File: config.mk
export PLATFORM = sky130hd
export DESIGN_NAME = uart_rx_fifo_status_irq_core
export DESIGN_NICKNAME = d
export VERILOG_FILES = /design/src/design/urx_pkg.sv /design/src/design/urx_ram.sv /design/src/design/uart_rx_fifo_status_irq_core.sv
export SDC_FILE = /design/constraint.sdc
export NUM_CORES = 1
export LEC_CHECK = 0
export BUFFER_PORTS_ARGS = -buffer_cell sky130_fd_sc_hd__buf_2
export CORE_MARGIN = 3
export CORE_UTILIZATION = 40
export CTS_CLUSTER_DIAMETER = 100
export DETAILED_ROUTE_END_ITERATION = 10
export PLACE_DENSITY = 0.66
export RECOVER_POWER = 25
export SETUP_SLACK_MARGIN = 0.15
export SYNTH_ARGS = -nofsm -noshare
export SYNTH_HDL_FRONTEND = slang
export SYNTH_SLANG_ARGS = --single-unit
File: constraint.sdc
create_clock -name i_clk -period 2.6 [get_ports i_clk]
set_input_delay 0.13 -clock i_clk [delete_from_list [all_inputs] [get_ports i_clk]]
set_output_delay 0.13 -clock i_clk [all_outputs]
set_load 0.02 [all_outputs]
File: src/design/urx_pkg.sv
package urx_pkg;

    // Default receive FIFO depth.
    localparam int unsigned FIFO_DEPTH_DEF = 8;

    // Field widths of the bus and line interface.
    localparam int unsigned OP_W     = 2;
    localparam int unsigned OFFSET_W = 10;
    localparam int unsigned DATA_W   = 32;
    localparam int unsigned BYTE_W   = 8;
    localparam int unsigned CTRL_W   = 7;
    localparam int unsigned STAT_W   = 4;

    // Kind of item arriving on the input channel.
    typedef enum logic [OP_W-1:0] {
        OP_READ  = 2'd0,
        OP_WRITE = 2'd1,
        OP_RX    = 2'd2,
        OP_BREAK = 2'd3
    } t_op;

    // Register word indexes.
    localparam logic [OFFSET_W-1:0] REG_DATA   = 10'd0;
    localparam logic [OFFSET_W-1:0] REG_STATUS = 10'd1;
    localparam logic [OFFSET_W-1:0] REG_CTRL   = 10'd2;

    // Control register bit positions.
    localparam int unsigned CTL_RX_ON       = 0;
    localparam int unsigned CTL_TX_ON       = 1;
    localparam int unsigned CTL_RX_IRQ_ON   = 2;
    localparam int unsigned CTL_OVR_IRQ_ON  = 3;
    localparam int unsigned CTL_CLR_ERR     = 4;
    localparam int unsigned CTL_CLR_IRQ     = 5;
    localparam int unsigned CTL_CLR_ERR_IRQ = 6;

    // Status register bit positions.
    localparam int unsigned ST_AVAIL    = 0;
    localparam int unsigned ST_OVERRUN  = 1;
    localparam int unsigned ST_RX_PEND  = 2;
    localparam int unsigned ST_OVR_PEND = 3;

endpackage

File: src/design/urx_ram.sv
module urx_ram #(
    parameter int unsigned WIDTH = 8,
    parameter int unsigned DEPTH = 8
) (
    input  logic                     i_clk,
    input  logic                     i_we,
    input  logic [$clog2(DEPTH)-1:0] i_waddr,
    input  logic [WIDTH-1:0]         i_wdata,
    input  logic                     i_re,
    input  logic [$clog2(DEPTH)-1:0] i_raddr,
    output logic [WIDTH-1:0]         o_rdata
);

    logic [WIDTH-1:0] r_mem [DEPTH];
    logic [WIDTH-1:0] r_rdata;

    // One write port and one registered read port.
    always_ff @(posedge i_clk) begin
        if (i_we) begin
            r_mem[i_waddr] <= i_wdata;
        end
        if (i_re) begin
            r_rdata <= r_mem[i_raddr];
        end
    end

    assign o_rdata = r_rdata;

endmodule

File: src/design/uart_rx_fifo_status_irq_core.sv
// Channel  Direction  Handshake                 Payload
// input    in         i_in_valid / o_in_ready   i_operation, i_offset, i_write_data, i_rx_byte
// output   out        o_out_valid / i_out_ready o_read_data, o_tx_valid, o_tx_byte,
//                                               o_irq_rx, o_irq_error, o_irq_combined,
//                                               o_bad_offset
//
// Each item's result is registered at the edge of its transfer and shown in the next
// cycle, so one item per cycle is sustained while the output side is ready.
// A popped byte comes straight from the registered read port of the FIFO RAM.
// Reset clears pointers, fill count, status, control and interrupt levels; the FIFO RAM
// itself is not cleared and needs no clearing pass.
// The input is stalled only while a result waits and the output side is not ready.
module uart_rx_fifo_status_irq_core #(
    parameter int unsigned FIFO_DEPTH = urx_pkg::FIFO_DEPTH_DEF
) (
    input  logic                          i_clk,
    input  logic                          i_rst_n,
    input  logic                          i_in_valid,
    output logic                          o_in_ready,
    input  logic [urx_pkg::OP_W-1:0]      i_operation,
    input  logic [urx_pkg::OFFSET_W-1:0]  i_offset,
    input  logic [urx_pkg::DATA_W-1:0]    i_write_data,
    input  logic [urx_pkg::BYTE_W-1:0]    i_rx_byte,
    output logic                          o_out_valid,
    input  logic                          i_out_ready,
    output logic [urx_pkg::DATA_W-1:0]    o_read_data,
    output logic                          o_tx_valid,
    output logic [urx_pkg::BYTE_W-1:0]    o_tx_byte,
    output logic                          o_irq_rx,
    output logic                          o_irq_error,
    output logic                          o_irq_combined,
    output logic                          o_bad_offset
);

    import urx_pkg::*;

    localparam int unsigned PTR_W = $clog2(FIFO_DEPTH);
    localparam int unsigned CNT_W = $clog2(FIFO_DEPTH + 1);
    localparam logic [PTR_W-1:0] PTR_LAST = PTR_W'(FIFO_DEPTH - 1);
    localparam logic [CNT_W-1:0] CNT_FULL = CNT_W'(FIFO_DEPTH);

    // Block state.
    logic [PTR_W-1:0]  r_rd_ptr, n_rd_ptr;
    logic [PTR_W-1:0]  r_wr_ptr, n_wr_ptr;
    logic [CNT_W-1:0]  r_count, n_count;
    logic [STAT_W-1:0] r_status, n_status;
    logic [CTRL_W-1:0] r_ctrl, n_ctrl;
    logic [1:0]        r_irq, n_irq;

    // Result register.
    logic              r_out_valid;
    logic [DATA_W-1:0] r_read_data, n_read_data;
    logic              r_pop_sel, n_pop_sel;
    logic              r_tx_valid, n_tx_valid;
    logic [BYTE_W-1:0] r_tx_byte, n_tx_byte;
    logic              r_bad, n_bad;

    logic              in_xfer;
    logic              push;
    logic [BYTE_W-1:0] push_byte;
    logic [BYTE_W-1:0] ram_q;
    t_op               op;

    assign op         = t_op'(i_operation);
    assign o_in_ready = !r_out_valid || i_out_ready;
    assign in_xfer    = i_in_valid && o_in_ready;

    // Next state and result for the item in transfer.
    always_comb begin
        logic do_refresh;
        logic line_put;

        do_refresh  = 1'b0;
        line_put    = 1'b0;
        push        = 1'b0;
        push_byte   = '0;
        n_rd_ptr    = r_rd_ptr;
        n_wr_ptr    = r_wr_ptr;
        n_count     = r_count;
        n_status    = r_status;
        n_ctrl      = r_ctrl;
        n_irq       = r_irq;
        n_read_data = '0;
        n_pop_sel   = 1'b0;
        n_tx_valid  = 1'b0;
        n_tx_byte   = '0;
        n_bad       = 1'b0;

        case (op)
            OP_READ: begin
                if (i_offset == REG_DATA) begin
                    // Pop when something is held; the byte comes from the RAM port.
                    if (r_count != '0) begin
                        n_pop_sel = 1'b1;
                        n_rd_ptr  = (r_rd_ptr == PTR_LAST) ? '0 : r_rd_ptr + 1'b1;
                        n_count   = r_count - 1'b1;
                    end
                    do_refresh = 1'b1;
                end else if (i_offset == REG_STATUS) begin
                    n_read_data = DATA_W'(r_status);
                end else if (i_offset == REG_CTRL) begin
                    n_read_data = DATA_W'(r_ctrl);
                end else begin
                    n_bad = 1'b1;
                end
            end
            OP_WRITE: begin
                if (i_offset == REG_DATA) begin
                    if (r_ctrl[CTL_TX_ON]) begin
                        n_tx_valid = 1'b1;
                        n_tx_byte  = i_write_data[BYTE_W-1:0];
                    end
                end else if (i_offset == REG_STATUS) begin
                    // A status write takes effect without a refresh.
                    n_status = i_write_data[STAT_W-1:0];
                end else if (i_offset == REG_CTRL) begin
                    n_ctrl     = i_write_data[CTRL_W-1:0];
                    do_refresh = 1'b1;
                end else begin
                    n_bad = 1'b1;
                end
            end
            OP_RX: begin
                line_put   = 1'b1;
                push_byte  = i_rx_byte;
                do_refresh = 1'b1;
            end
            OP_BREAK: begin
                line_put   = 1'b1;
                do_refresh = 1'b1;
            end
            default: begin
                n_bad = 1'b0;
            end
        endcase

        // While receive is on, a line byte enters the FIFO, or sets overrun when the FIFO is full.
        if (line_put && r_ctrl[CTL_RX_ON]) begin
            if (r_count == CNT_FULL) begin
                n_status[ST_OVERRUN] = 1'b1;
            end else begin
                push     = 1'b1;
                n_wr_ptr = (r_wr_ptr == PTR_LAST) ? '0 : r_wr_ptr + 1'b1;
                n_count  = r_count + 1'b1;
            end
        end

        // Refresh: self-clearing clear bits, then sticky pending bits and levels.
        if (do_refresh) begin
            if (n_ctrl[CTL_CLR_ERR]) begin
                n_status[ST_OVERRUN] = 1'b0;
            end
            if (n_ctrl[CTL_CLR_IRQ]) begin
                n_status[ST_RX_PEND] = 1'b0;
            end
            if (n_ctrl[CTL_CLR_ERR_IRQ]) begin
                n_status[ST_OVR_PEND] = 1'b0;
            end
            n_ctrl[CTL_CLR_ERR]     = 1'b0;
            n_ctrl[CTL_CLR_IRQ]     = 1'b0;
            n_ctrl[CTL_CLR_ERR_IRQ] = 1'b0;

            n_status[ST_AVAIL] = (n_count != '0);
            if (n_status[ST_AVAIL] && n_ctrl[CTL_RX_IRQ_ON]) begin
                n_status[ST_RX_PEND] = 1'b1;
            end
            if (n_status[ST_OVERRUN] && n_ctrl[CTL_OVR_IRQ_ON]) begin
                n_status[ST_OVR_PEND] = 1'b1;
            end
            n_irq = {n_status[ST_OVR_PEND], n_status[ST_RX_PEND]};
        end
    end

    // Receive FIFO storage.
    urx_ram #(
        .WIDTH (BYTE_W),
        .DEPTH (FIFO_DEPTH)
    ) u_fifo_ram (
        .i_clk   (i_clk),
        .i_we    (in_xfer && push),
        .i_waddr (r_wr_ptr),
        .i_wdata (push_byte),
        .i_re    (in_xfer && n_pop_sel),
        .i_raddr (r_rd_ptr),
        .o_rdata (ram_q)
    );

    // Control state and output valid.
    always_ff @(posedge i_clk) begin
        if (!i_rst_n) begin
            r_rd_ptr    <= '0;
            r_wr_ptr    <= '0;
            r_count     <= '0;
            r_status    <= '0;
            r_ctrl      <= '0;
            r_irq       <= '0;
            r_out_valid <= 1'b0;
        end else begin
            if (in_xfer) begin
                r_rd_ptr <= n_rd_ptr;
                r_wr_ptr <= n_wr_ptr;
                r_count  <= n_count;
                r_status <= n_status;
                r_ctrl   <= n_ctrl;
                r_irq    <= n_irq;
            end
            if (in_xfer) begin
                r_out_valid <= 1'b1;
            end else if (i_out_ready) begin
                r_out_valid <= 1'b0;
            end
        end
    end

    // Result payload, loaded on each input transfer.
    always_ff @(posedge i_clk) begin
        if (in_xfer) begin
            r_read_data <= n_read_data;
            r_pop_sel   <= n_pop_sel;
            r_tx_valid  <= n_tx_valid;
            r_tx_byte   <= n_tx_byte;
            r_bad       <= n_bad;
        end
    end

    assign o_out_valid    = r_out_valid;
    assign o_read_data    = r_pop_sel ? DATA_W'(ram_q) : r_read_data;
    assign o_tx_valid     = r_tx_valid;
    assign o_tx_byte      = r_tx_byte;
    assign o_irq_rx       = r_irq[0];
    assign o_irq_error    = r_irq[1];
    assign o_irq_combined = |r_irq;
    assign o_bad_offset   = r_bad;

endmodule

==> results of run 1 <==
how the worst max path moves through the flow:
stage	cells past startpoint	to	from	slack (ps)
floorplan	5	u_fifo_ram.r_mem[2][0]	o_out_valid	30
global placement	8	r_status[0]	r_count[0]	410
detailed placement	8	r_status[0]	r_count[0]	320
CTS	8	r_status[0]	r_count[0]	310
global route	8	r_status[0]	r_count[0]	210
finish	6	u_fifo_ram.r_mem[2][5]	r_count[0]	330
Yosys cell counts (4+ instances only):
library cell,n
sky130_fd_sc_hd__buf_4,24
sky130_fd_sc_hd__inv_1,7
sky130_fd_sc_hd__mux2_2,17
sky130_fd_sc_hd__a22oi_1,4
sky130_fd_sc_hd__o21ai_0,12
sky130_fd_sc_hd__a31oi_1,5
sky130_fd_sc_hd__edfxtp_1,90
sky130_fd_sc_hd__a21oi_1,21
sky130_fd_sc_hd__nor3_1,11
sky130_fd_sc_hd__and2_1,17
sky130_fd_sc_hd__nor2_1,22
sky130_fd_sc_hd__mux4_2,16
sky130_fd_sc_hd__ha_1,6
sky130_fd_sc_hd__dfxtp_1,24
sky130_fd_sc_hd__nand2_1,26
sky130_fd_sc_hd__clkbuf_1,11
sky130_fd_sc_hd__and3_1,7
sky130_fd_sc_hd__nor2b_1,6
sky130_fd_sc_hd__nand4_1,5
sky130_fd_sc_hd__buf_2,5
critical path, delay by kind of cell, from the launching register on:
| family | cells | cell delay (ps) |
|---|---|---|
| AND/OR/NAND/NOR | 2 | 580 |
| buffers and inverters | 2 | 360 |
| adder cells (fa/ha/maj) | 1 | 290 |
| AO/OA/AOI/OAI | 1 | 310 |
| flip-flops | 1 | 440 |
timing repair:
action / in CTS / in global routing
endpoints found under the setup margin: 0 / 9
hold endpoints to repair: 6 / 0
hold buffers: 5 / 0
buffers inserted: 0 / 2
gates resized for setup: 0 / 1
through the flow:
step,util,instance area [sq um],total power [W]
after floorplan,-,5290,0.00218
after global placement,0.458,5640,0.00223
after detailed placement,0.458,5640,0.00224
after CTS,0.511,6300,0.00456
after global routing,0.510,6270,0.00466
final,0.510,6270,0.00452
cell families (layout without fill, tap and decap cells):
logic type                 count (synthesis)  in the layout  synth area share
AOI/OAI and AO/OA                         58             58            0.0686
xor gates and xnor gates                   2              2           0.00338
adders and majority gates                  6              6            0.0145
buffers and inverters                     50            119            0.0563
DFF                                      114            114             0.614
muxes                                     37             37             0.115
other                                      1             24          0.000724
and+or+nand+nor                          116            116             0.127
power by group through the flow:
stage,Combinational (W),Sequential (W),Clock (W)
final,0.000211,0.00199,0.00232
after global placement,0.000206,0.00203,0
after global routing,0.000230,0.00199,0.00244
after CTS,0.000216,0.00199,0.00236
after floorplan,0.000150,0.00203,0
after detailed placement,0.000209,0.00203,0
sequential cells by signal, summed over array words and instances, names as in the netlist, 3 cells and up:
name	flops
u_fifo_ram.o_rdata	8
o_tx_byte	8
r_ctrl	7
u_fifo_ram.r_mem	64
r_wr_ptr	3
r_status	4
r_rd_ptr	3
r_count	4
r_read_data	7
layer usage:
layer / vias to the layer above / wire [microns] / global-route usage
li1: 1558 / - / -
met1: 1564 / 4660 / 0.202
met2: 134 / 5100 / 0.248
met3: 18 / 655 / 0.0443
met4: 0 / 189 / 0.0673
met5: - / 0 / 0
layout make-up:
type                       instances  area share
tap                              168      0.0335
timing repair buffer              79      0.0712
multi-input combinational        243       0.286
clock buffer                      17      0.0678
inverter                           8     0.00479
clock inverter                    15      0.0289
sequential                       114       0.507
==> qor.log, run 1 <==
INFO  layout         layout_commonest_cell=sky130_fd_sc_hd__edfxtp_1
INFO  timing         worst-slew-pin-transition=771ps
INFO  layout         layout-area-overhead-vs-synth=21.1%
INFO  synthesis      post_synth_instance_area=5180squm
INFO  timing         holdWs=21.3ps
INFO  timing         hold_viol=0
INFO  min_path       end_point_of_the_most_critical_hold_path=r_ctrl[2]
INFO  clock_network  cts_max_level=4
INFO  global_route   grt_pass1_vias=3318
INFO  worst_setup_path ff2ff_setup_slack=330ps
INFO  worst_setup_path critical_path_peak_fanout=8
INFO  layout         sequential_cell_area_in_the_final_layout=3180squm
INFO  timing         grt_setup_unrepaired=false
INFO  clock_network  ctsRootBufferMaster=sky130_fd_sc_hd__clkbuf_16
INFO  worst_setup_path criticalPathCategory=reg -> reg
INFO  synthesis      netlist_top_cells_area=sky130_fd_sc_hd__edfxtp_1 52%, sky130_fd_sc_hd__dfxtp_1 9.3%, sky130_fd_sc_hd__mux4_2 7.0%
INFO  min_path       worst_hold_path_class=in -> reg
INFO  synthesis      seq_area_frac_synth=0.614
INFO  layout         multi_input_area=1800squm
INFO  power_and_ir_drop seqPwrFrac=0.440
INFO  synthesis      synthesis.instances=384
INFO  min_path       min_path_cells=3
INFO  worst_setup_path critical_path_cell_with_the_highest_stage_delay=sky130_fd_sc_hd__dfxtp_1
INFO  timing         timing_max_transition_violations_final=0
INFO  timing         worst_case_clock_skew=10.6ps
INFO  timing         final_min_period_over_clock_period=0.872
INFO  outcome        status=complete, no violations
INFO  timing         fmaxAchievable=441MHz
INFO  floorplanning  io_pins=103
INFO  power_and_ir_drop total_leakage_power=2.19nW
INFO  power_and_ir_drop p_switching=0.000968W
INFO  timing         layout_min_cycle_time=2270ps
INFO  power_and_ir_drop ir_drop_worst_case_vdd=463uV
INFO  clock_network  clk_pin_slew_worst_paths=50ps
INFO  placed_design  gp_congestion=0.873
INFO  min_path       hold_path_startpoint=i_write_data[2]
INFO  floorplanning  fp.dieH=120microns
INFO  power_and_ir_drop internal_power_contribution=0.00355W
INFO  power_and_ir_drop p_sw_frac=0.214
INFO  global_route   number_of_antenna_violations_at_the_first_check_in_global_routing=0
INFO  run            max_cap_viol=0
INFO  synthesis      synth_top_cell_area_share=0.522
INFO  clock_network  cts_max_path_buffers=2
INFO  worst_setup_path worst_path_largest_cell_delay=440ps
INFO  drt            wire_per_inst=16.5microns
INFO  placed_design  buffer_ports.inserted=54
INFO  power_and_ir_drop share_comb_of_total_power=0.047
INFO  floorplanning  design.core.area=12300squm
INFO  layout         layout-drive-gt1-share=0.279
INFO  clock_network  tritoncts=done
INFO  worst_setup_path timing.critical_path.arrival=2370ps
INFO  placed_design  dp_worst_setup_slack=321ps
INFO  synthesis      yosys.area.top_type=sky130_fd_sc_hd__edfxtp_1
INFO  timing         final_critical_path_setup_slack=333ps
INFO  layout         antenna-diode-count=0
INFO  synthesis      synth-edff-count=90
INFO  drt            via_to_cell_ratio=5.08
INFO  clock_network  cts_inserted_buffers=17
INFO  synthesis      yosys_most_used_dff=sky130_fd_sc_hd__edfxtp_1
INFO  synthesis      synth.avg_cell_area=13.5squm
INFO  worst_setup_path worstSetupEndpointType=flop
INFO  worst_setup_path rr_worst_depth=6
INFO  power_and_ir_drop power.clock.fraction=0.513
INFO  synthesis      ys_async_sr_fraction=0
INFO  timing         finalSetupViolCount=0
INFO  global_route   globalRouteTotalUtil=0.156
INFO  drt            drt_iter0_markers=254
INFO  global_route   grt_start_max_net_pins=22
INFO  worst_setup_path critical_path.reg2reg.endpoint=u_fifo_ram.r_mem[2][5]
INFO  drt            detailroute.via_count=3274
INFO  synthesis      netlist-cell-type-count=54
INFO  global_route   grt_first_pass_wirelength=17.2mm
INFO  layout         final_cell_mix=90 x sky130_fd_sc_hd__edfxtp_1, 38 x sky130_fd_sc_hd__buf_2, 26 x sky130_fd_sc_hd__nand2_1
INFO  drt            routed_wl=10.6mm
INFO  layout         fillers=1070
INFO  timing         setup-tns-final=0ps
INFO  placed_design  dp.cells=605
INFO  floorplanning  total_die_area=14400squm
INFO  floorplanning  floorplan.initialDensity=0.421
INFO  synthesis      synth_seq_cells=114
INFO  drt            drt_pass1_iterations=5
INFO  layout         finish.cell_count_without_fillers=644
INFO  clock_network  clock_sink_count=114
INFO  worst_setup_path worstPathRequired=2700ps
INFO  floorplanning  die_w=120microns
INFO  timing         slew_headroom=0.485
INFO  worst_setup_path r2r-start=r_count[0]
INFO  power_and_ir_drop cellPowerDensity=721nW/um^2
INFO  floorplanning  rows=40
INFO  global_route   grt-ovfl-total=0
INFO  layout         nNetsFinal=525
INFO  worst_setup_path crit_chain=inv_1, ha_1, a31oi_1, nand2_1, nor4b_2, buf_4
INFO  drt            drc_errors=0
INFO  drt            ant_nets=0
INFO  placed_design  dp_hpwl=7.23mm
INFO  clock_network  insertion_delay_of_the_later_clocked_pin_in_the_worst_skew_pair=410ps
INFO  worst_setup_path worstSetupStartpointType=flop
INFO  synthesis      ys.warnings.count=0
Note: power is estimated with default switching activity, not from simulation.
==> inputs of run 2 (changes only) <==
--- a/config.mk
+++ b/config.mk
@@ -10,6 +10,7 @@
 export CORE_UTILIZATION = 40
 export CTS_CLUSTER_DIAMETER = 100
 export DETAILED_ROUTE_END_ITERATION = 10
+export MAX_ROUTING_LAYER = met4
 export PLACE_DENSITY = 0.66
 export RECOVER_POWER = 25
 export SETUP_SLACK_MARGIN = 0.15
==> run 2 against run 1 <==
Effect of this change: cell area down 0.90%; largest cell class unchanged; count of clock-buffer cells in the layout up 1; sequential power is essentially flat; sequential cell count stayed put; critical path depth increased by 2; worst setup slack worse by 35 ps; utilization decreased by 0.46 points; global-route usage grew 0.46 points; die area unchanged; non-clock buffer count shrank 5.
==> qor.log, run 2 (synthesis results as in run 1) <==
INFO  floorplanning  io_pins=103 [unchanged]
INFO  clock_network  cts_max_level=4 [unchanged]
INFO  layout         layout_commonest_cell=sky130_fd_sc_hd__edfxtp_1 [unchanged]
INFO  floorplanning  rows=40 [unchanged]
INFO  clock_network  clock_sink_count=114 [unchanged]
INFO  floorplanning  floorplan.initialDensity=0.421 [unchanged]
INFO  worst_setup_path worstSetupEndpointType=flop [unchanged]
INFO  clock_network  clk_pin_slew_worst_paths=50ps [about the same]
INFO  global_route   use_met3=0.0358 [was 0.0443]
INFO  run            max_cap_viol=0 [unchanged]
INFO  timing         worst_case_clock_skew=8.10ps [was 10.6 ps]
INFO  worst_setup_path worstPathRequired=2880ps [was 2700 ps]
INFO  clock_network  ctsRootBufferMaster=sky130_fd_sc_hd__clkbuf_16 [unchanged]
INFO  clock_network  insertion_delay_of_the_later_clocked_pin_in_the_worst_skew_pair=410ps [about the same]
INFO  global_route   grt-ovfl-total=0 [unchanged]
INFO  timing         worst-slew-pin-transition=835ps [was 771 ps]
INFO  floorplanning  fp.dieH=120microns [unchanged]
INFO  timing         setup-tns-final=0ps [unchanged]
INFO  drt            drc_errors=0 [unchanged]
INFO  floorplanning  total_die_area=14400squm [unchanged]
INFO  drt            drt_pass1_iterations=4 [was 5]
INFO  worst_setup_path critical_path_peak_fanout=7 [was 8]
INFO  layout         multi_input_area=1820squm [was 1800 sq um]
INFO  clock_network  tritoncts=done [unchanged]
INFO  global_route   grt_pass1_vias=3295 [was 3318]
INFO  layout         layout.core_utilization=0.505 [was 0.510]
INFO  outcome        status=complete, no violations [unchanged]
INFO  worst_setup_path criticalPathCategory=reg -> reg [unchanged]
INFO  power_and_ir_drop cellPowerDensity=714nW/um^2 [was 721 nW/um^2]
INFO  layout         largest_register_ff_count=64 [unchanged]
INFO  drt            ant_nets=0 [unchanged]
INFO  clock_network  cts_max_path_buffers=2 [unchanged]
INFO  floorplanning  die_w=120microns [unchanged]
INFO  layout         final_cell_mix=90 x sky130_fd_sc_hd__edfxtp_1, 37 x sky130_fd_sc_hd__buf_2, 26 x sky130_fd_sc_hd__nand2_1 [was 90 x sky130_fd_sc_hd__edfxtp_1, 38 x sky130_fd_sc_hd__buf_2, 26 x sky130_fd_sc_hd__nand2_1]
INFO  global_route   grt-busiest-layer=met2 [unchanged]
INFO  clock_network  cts_inserted_buffers=17 [unchanged]
INFO  drt            detailroute.via_count=3261 [was 3274]
INFO  timing         fmaxAchievable=434MHz [was 441 MHz]
INFO  timing         holdWs=21.7ps [was 21.3 ps]
INFO  timing         slew_headroom=0.442 [was 0.485]
INFO  timing         finalSetupViolCount=0 [unchanged]
INFO  placed_design  placedInstanceArea=5640squm [unchanged]
INFO  global_route   grt_use_met1=0.203 [was 0.202]
INFO  power_and_ir_drop ir_drop_worst_case_vdd=495uV [was 463 uV]
INFO  global_route   groute.layer.met2.usage=0.248 [unchanged]
INFO  timing         timing_max_transition_violations_final=0 [unchanged]
INFO  floorplanning  design.core.area=12300squm [unchanged]
INFO  global_route   grt_first_pass_wirelength=17.2mm [about the same]
INFO  timing         grt_setup_unrepaired=false [unchanged]
INFO  worst_setup_path worstSetupStartpointType=flop [unchanged]
INFO  drt            routed_wl=10.6mm [about the same]
INFO  drt            via_to_cell_ratio=5.11 [was 5.08]
INFO  worst_setup_path timing.critical_path.arrival=2580ps [was 2370 ps]
INFO  power_and_ir_drop total_leakage_power=2.17nW [was 2.19 nW]
INFO  layout         fillers=1067 [was 1070]
INFO  global_route   grt_start_max_net_pins=22 [unchanged]
INFO  layout         layout-drive-gt1-share=0.281 [was 0.279]
INFO  layout         largest_register=u_fifo_ram.r_mem [unchanged]
INFO  global_route   globalRouteTotalUtil=0.161 [was 0.156]
INFO  layout         final_design_area_no_fill=6220squm [was 6270 sq um]
INFO  placed_design  dp_hpwl=7.18mm [was 7.23 mm]
INFO  timing         layout_min_cycle_time=2300ps [was 2270 ps]
INFO  layout         layout-area-overhead-vs-synth=20.0% [was 21.1%]
INFO  min_path       worst_hold_path_class=in -> reg [unchanged]
INFO  placed_design  gp_congestion=0.891 [was 0.873]
INFO  layout         nNetsFinal=520 [was 525]
INFO  drt            drt_iter0_markers=268 [was 254]
INFO  layout         antenna-diode-count=0 [unchanged]
INFO  drt            wire_per_inst=16.6microns [was 16.5 microns]
INFO  timing         final_min_period_over_clock_period=0.885 [was 0.872]
INFO  timing         hold_viol=0 [unchanged]
INFO  layout         sequential_cell_area_in_the_final_layout=3180squm [unchanged]
INFO  placed_design  buffer_ports.inserted=54 [unchanged]
INFO  global_route   number_of_antenna_violations_at_the_first_check_in_global_routing=0 [unchanged]
INFO  power_and_ir_drop tot_pwr=0.00444W [was 0.00452 W]
run 2: changes by cell type in the layout (fill, tap and decap cells not counted), sizes merged:
| cell | delta |
|---|---|
| clkbuf | +1 |
| dlygate4sd3 | -3 |
| clkinvlp | -2 |
| inv | -3 |
| buf | -2 |
| clkinv | +3 |
run 2: layout make-up:
cell class                 instances  area share
clock inverter                    13      0.0231
clock buffer                      18      0.0690
inverter                           8     0.00483
multi-input combinational        243       0.292
sequential                       114       0.512
timing repair buffer              74      0.0650
tap                              168      0.0338
run 2: what timing repair did:
action	4_1_cts	5_1_grt
buffers inserted	0	0
endpoints found under the setup margin	0	17
hold endpoints to repair	2	0
hold buffers	2	0
gates resized for setup	0	3
run 2: report_power, final:
part           internal, W  leakage [nW]  switching [W]
clock network      0.00148         0.282       0.000758
logic            0.0000619         0.930       0.000147
registers          0.00198         0.958      0.0000118
total              0.00352          2.17       0.000917
run 2: stage by stage:
stage	setup slack, ps	cells
2_1_floorplan	25.1	407
3_3_place_gp	404	605
3_5_place_dp	320	605
4_1_cts	258	638
5_1_grt	152	638
6_report	298	638
run 2: path summary, 6_finish.rpt:
| path | endpoint | from | slack (ps) | depth (start not counted) |
|---|---|---|---|---|
| worst max-delay path | r_status[0] | r_count[0] | 300 | 8 |
| worst min-delay path | r_status[0] | i_write_data[0] | 20 | 3 |
| worst max register to register | r_status[0] | r_count[0] | 300 | 8 |
| worst min register to register | r_rd_ptr[0] | r_rd_ptr[0] | 480 | 2 |
run 2: routing by layer:
| metal | part of all wire | vias up | wire, microns |
|---|---|---|---|
| met5 | 0 | - | 0 |
| met4 | 0.025 | 0 | 261 |
| met3 | 0.053 | 22 | 566 |
| met2 | 0.49 | 114 | 5200 |
| met1 | 0.43 | 1569 | 4560 |
| li1 | - | 1556 | - |
run 2: worst max-delay path, cell delays in order (launching register included):
cell and delay [ps]:
sky130_fd_sc_hd__dfxtp_1 360, sky130_fd_sc_hd__inv_1 120, sky130_fd_sc_hd__ha_1 270, sky130_fd_sc_hd__or3b_2 470, sky130_fd_sc_hd__nand4_1 240, sky130_fd_sc_hd__nand4_1 140, sky130_fd_sc_hd__o311a_1 180, sky130_fd_sc_hd__o31ai_1 280
sky130_fd_sc_hd__a31oi_1 120
==> inputs of run 3 (changes only) <==
--- a/config.mk
+++ b/config.mk
@@ -11,7 +11,7 @@
 export CTS_CLUSTER_DIAMETER = 100
 export DETAILED_ROUTE_END_ITERATION = 10
 export MAX_ROUTING_LAYER = met4
-export PLACE_DENSITY = 0.66
+export PLACE_DENSITY = 0.72
 export RECOVER_POWER = 25
 export SETUP_SLACK_MARGIN = 0.15
 export SYNTH_ARGS = -nofsm -noshare
==> run 3 against run 2 <==
Effect of this change: register-to-register slack better by 30 ps; die area unchanged; total power is 3.6% higher; cell area up 0.56%; critical path type unchanged; largest power group unchanged.
==> qor.log, run 3 (synthesis results as in run 1) <==
INFO  drt            drc_errors=0 [unchanged]
INFO  worst_setup_path crit_end=r_status[0] [unchanged]
INFO  worst_setup_path timing.critical_path.mode_cell=sky130_fd_sc_hd__nand4_1 [unchanged]
INFO  worst_setup_path critPathLaunch=r_count[1] [was r_count[0]]
INFO  floorplanning  total_die_area=14400squm [unchanged]
INFO  placed_design  gp_congestion=0.866 [was 0.891]
INFO  floorplanning  floorplan.initialDensity=0.421 [unchanged]
INFO  timing         finalSetupViolCount=0 [unchanged]
INFO  outcome        status=complete, no violations [unchanged]
INFO  global_route   grt_pass1_vias=3350 [was 3295]
INFO  worst_setup_path timing.critical_path.arrival=2550ps [was 2580 ps]
INFO  layout         nNetsFinal=519 [was 520]
INFO  worst_setup_path worstSetupStartpointType=flop [unchanged]
INFO  clock_network  cts_inserted_buffers=17 [unchanged]
INFO  timing         worst-slew-pin-transition=702ps [was 835 ps]
INFO  worst_setup_path path_buf_inv=1 [unchanged]
INFO  clock_network  ctsRootBufferMaster=sky130_fd_sc_hd__clkbuf_16 [unchanged]
INFO  timing         grt_setup_unrepaired=false [unchanged]
INFO  global_route   number_of_antenna_violations_at_the_first_check_in_global_routing=0 [unchanged]
INFO  worst_setup_path critical_path.top_delay_family=simple AND/OR/NAND/NOR gates [unchanged]
INFO  placed_design  dp_hpwl=7.30mm [was 7.18 mm]
INFO  clock_network  cts_max_path_buffers=2 [unchanged]
INFO  timing         layout_min_cycle_time=2270ps [was 2300 ps]
INFO  clock_network  clk_pin_slew_worst_paths=50ps [about the same]
INFO  layout         final_cell_mix=90 x sky130_fd_sc_hd__edfxtp_1, 37 x sky130_fd_sc_hd__buf_2, 26 x sky130_fd_sc_hd__nand2_1 [unchanged]
INFO  layout         largest_register_ff_count=64 [unchanged]
INFO  layout         antenna-diode-count=0 [unchanged]
INFO  timing         fmaxAchievable=441MHz [was 434 MHz]
INFO  clock_network  clock_sink_count=114 [unchanged]
INFO  timing         setup-tns-final=0ps [unchanged]
INFO  worst_setup_path criticalPathCategory=reg -> reg [unchanged]
INFO  worst_setup_path worstPathRequired=2880ps [about the same]
INFO  worst_setup_path crit_chain=inv_1, ha_1, or3b_2, nand4_1, nand4_1, o311a_1, o31ai_1, a31oi_1 [unchanged]
INFO  run            max_cap_viol=0 [unchanged]
INFO  layout         fillers=1057 [was 1067]
INFO  floorplanning  fp.dieH=120microns [unchanged]
INFO  drt            detailroute.via_count=3339 [was 3261]
INFO  worst_setup_path critical_path_cell_with_the_highest_stage_delay=sky130_fd_sc_hd__or3b_2 [unchanged]
INFO  floorplanning  die_w=120microns [unchanged]
INFO  worst_setup_path r2r-start=r_count[1] [was r_count[0]]
INFO  worst_setup_path ff2ff_setup_slack=330ps [was 300 ps]
INFO  timing         slew_headroom=0.531 [was 0.442]
INFO  timing         timing_max_transition_violations_final=0 [unchanged]
INFO  global_route   grt_first_pass_wirelength=17.5mm [was 17.2 mm]
INFO  clock_network  cts_max_level=4 [unchanged]
INFO  placed_design  placedInstanceArea=5620squm [was 5640 sq um]
INFO  floorplanning  design.core.area=12300squm [unchanged]
INFO  layout         largest_register=u_fifo_ram.r_mem [unchanged]
INFO  min_path       worst_hold_path_class=in -> reg [unchanged]
INFO  placed_design  dp_worst_setup_slack=371ps [was 320 ps]
INFO  worst_setup_path worstSetupEndpointType=flop [unchanged]
INFO  global_route   grt_start_max_net_pins=22 [unchanged]
INFO  layout         final_design_area_no_fill=6250squm [was 6220 sq um]
INFO  global_route   globalRouteTotalUtil=0.162 [was 0.161]
INFO  drt            drt_iter0_markers=238 [was 268]
INFO  timing         final_critical_path_setup_slack=331ps [was 298 ps]
INFO  worst_setup_path critical_path.reg2reg.endpoint=r_status[0] [unchanged]
INFO  power_and_ir_drop cellPowerDensity=736nW/um^2 [was 714 nW/um^2]
INFO  drt            drt_pass1_iterations=6 [was 4]
INFO  layout         layout-drive-gt1-share=0.279 [was 0.281]
INFO  layout         layout_commonest_cell=sky130_fd_sc_hd__edfxtp_1 [unchanged]
INFO  drt            ant_nets=0 [unchanged]
INFO  timing         final_min_period_over_clock_period=0.873 [was 0.885]
INFO  timing         hold_viol=0 [unchanged]
INFO  timing         worst_case_clock_skew=8.29ps [was 8.10 ps]
INFO  worst_setup_path rr_worst_depth=8 [unchanged]
INFO  power_and_ir_drop ir_drop_worst_case_vdd=502uV [was 495 uV]
INFO  worst_setup_path worst_path_largest_cell_delay=470ps [about the same]
INFO  drt            routed_wl=10.8mm [was 10.6 mm]
INFO  drt            via_to_cell_ratio=5.23 [was 5.11]
INFO  layout         layout.core_utilization=0.508 [was 0.505]
INFO  floorplanning  io_pins=103 [unchanged]
INFO  global_route   grt-ovfl-total=0 [unchanged]
INFO  power_and_ir_drop total_leakage_power=2.18nW [was 2.17 nW]
INFO  layout         layout-area-overhead-vs-synth=20.7% [was 20.0%]
INFO  worst_setup_path critical_path_peak_fanout=7 [unchanged]
INFO  worst_setup_path critical_path_depth=8 [unchanged]
INFO  clock_network  tritoncts=done [unchanged]
INFO  placed_design  buffer_ports.inserted=54 [unchanged]
INFO  clock_network  insertion_delay_of_the_later_clocked_pin_in_the_worst_skew_pair=410ps [about the same]
INFO  floorplanning  rows=40 [unchanged]
INFO  drt            wire_per_inst=17.0microns [was 16.6 microns]
run 3: changes by cell type in the layout (fill, tap and decap cells not counted), sizes merged:
| cell | previous run | this run |
|---|---|---|
| clkinvlp | 2 | 3 |
| dlygate4sd3 | 2 | 3 |
| clkbuf | 35 | 34 |
| bufinv | 3 | 4 |
| buf | 55 | 53 |
run 3: layout make-up:
cell class              count  area (sq um)  area share
clock inverters            15           191      0.0306
repair buffers             73           399      0.0638
inverters                   8          30.0     0.00480
multi-input cells         243          1810       0.290
well taps                 168           210      0.0336
clock buffers              17           425      0.0680
flip-flops and latches    114          3180       0.509
run 3: metrics by stage:
stage | power, W | hold slack, ps | cells
after floorplan | 0.00218 | 259 | 407
after global placement | 0.00223 | 382 | 603
after global routing | 0.00472 | 17.1 | 638
after CTS | 0.00462 | 1.58 | 638
final | 0.00460 | 18.5 | 638
after detailed placement | 0.00224 | 389 | 603
run 3: how the worst min path moves through the flow:
stage	startpoint	end	slack (ps)	cells past startpoint
final	i_write_data[6]	o_tx_byte[6]	20	2
after CTS	i_write_data[3]	r_ctrl[3]	2	3
after floorplan	i_in_valid	o_out_valid	260	2
after global placement	i_in_valid	o_out_valid	380	3
after global routing	i_write_data[1]	r_ctrl[1]	20	3
after detailed placement	i_in_valid	o_out_valid	390	3
run 3: what timing repair did:
item / CTS / global route
setup buffers: 0 / 0
hold buffers: 3 / 0
endpoints found under the hold margin: 3 / 0
gates resized for setup: 0 / 3
setup endpoints to repair: 0 / 27
run 3: per-layer routing:
metal	GRT usage	up-vias	wire (microns)
met2	0.256	104	5390
met5	-	-	0
met3	0.0349	18	617
met4	0.0630	0	149
met1	0.207	1670	4680
li1	-	1547	-
run 3: power by group:
| group | internal, W | switching (W) | total, W |
|---|---|---|---|
| combinational | 0.0000619 | 0.000147 | 0.000209 |
| clock | 0.00159 | 0.000808 | 0.00240 |
| sequential | 0.00198 | 0.0000128 | 0.00199 |
| total | 0.00363 | 0.000968 | 0.00460 |
run 3: worst reg2reg max path: cells and delay by family, from the launching register on:
kind	cells	cell delay [ps]
AO/OA/AOI/OAI	3	570
adder cells (fa/ha/maj)	1	270
buffers and inverters	1	110
flip-flops	1	350
AND/OR/NAND/NOR	3	840
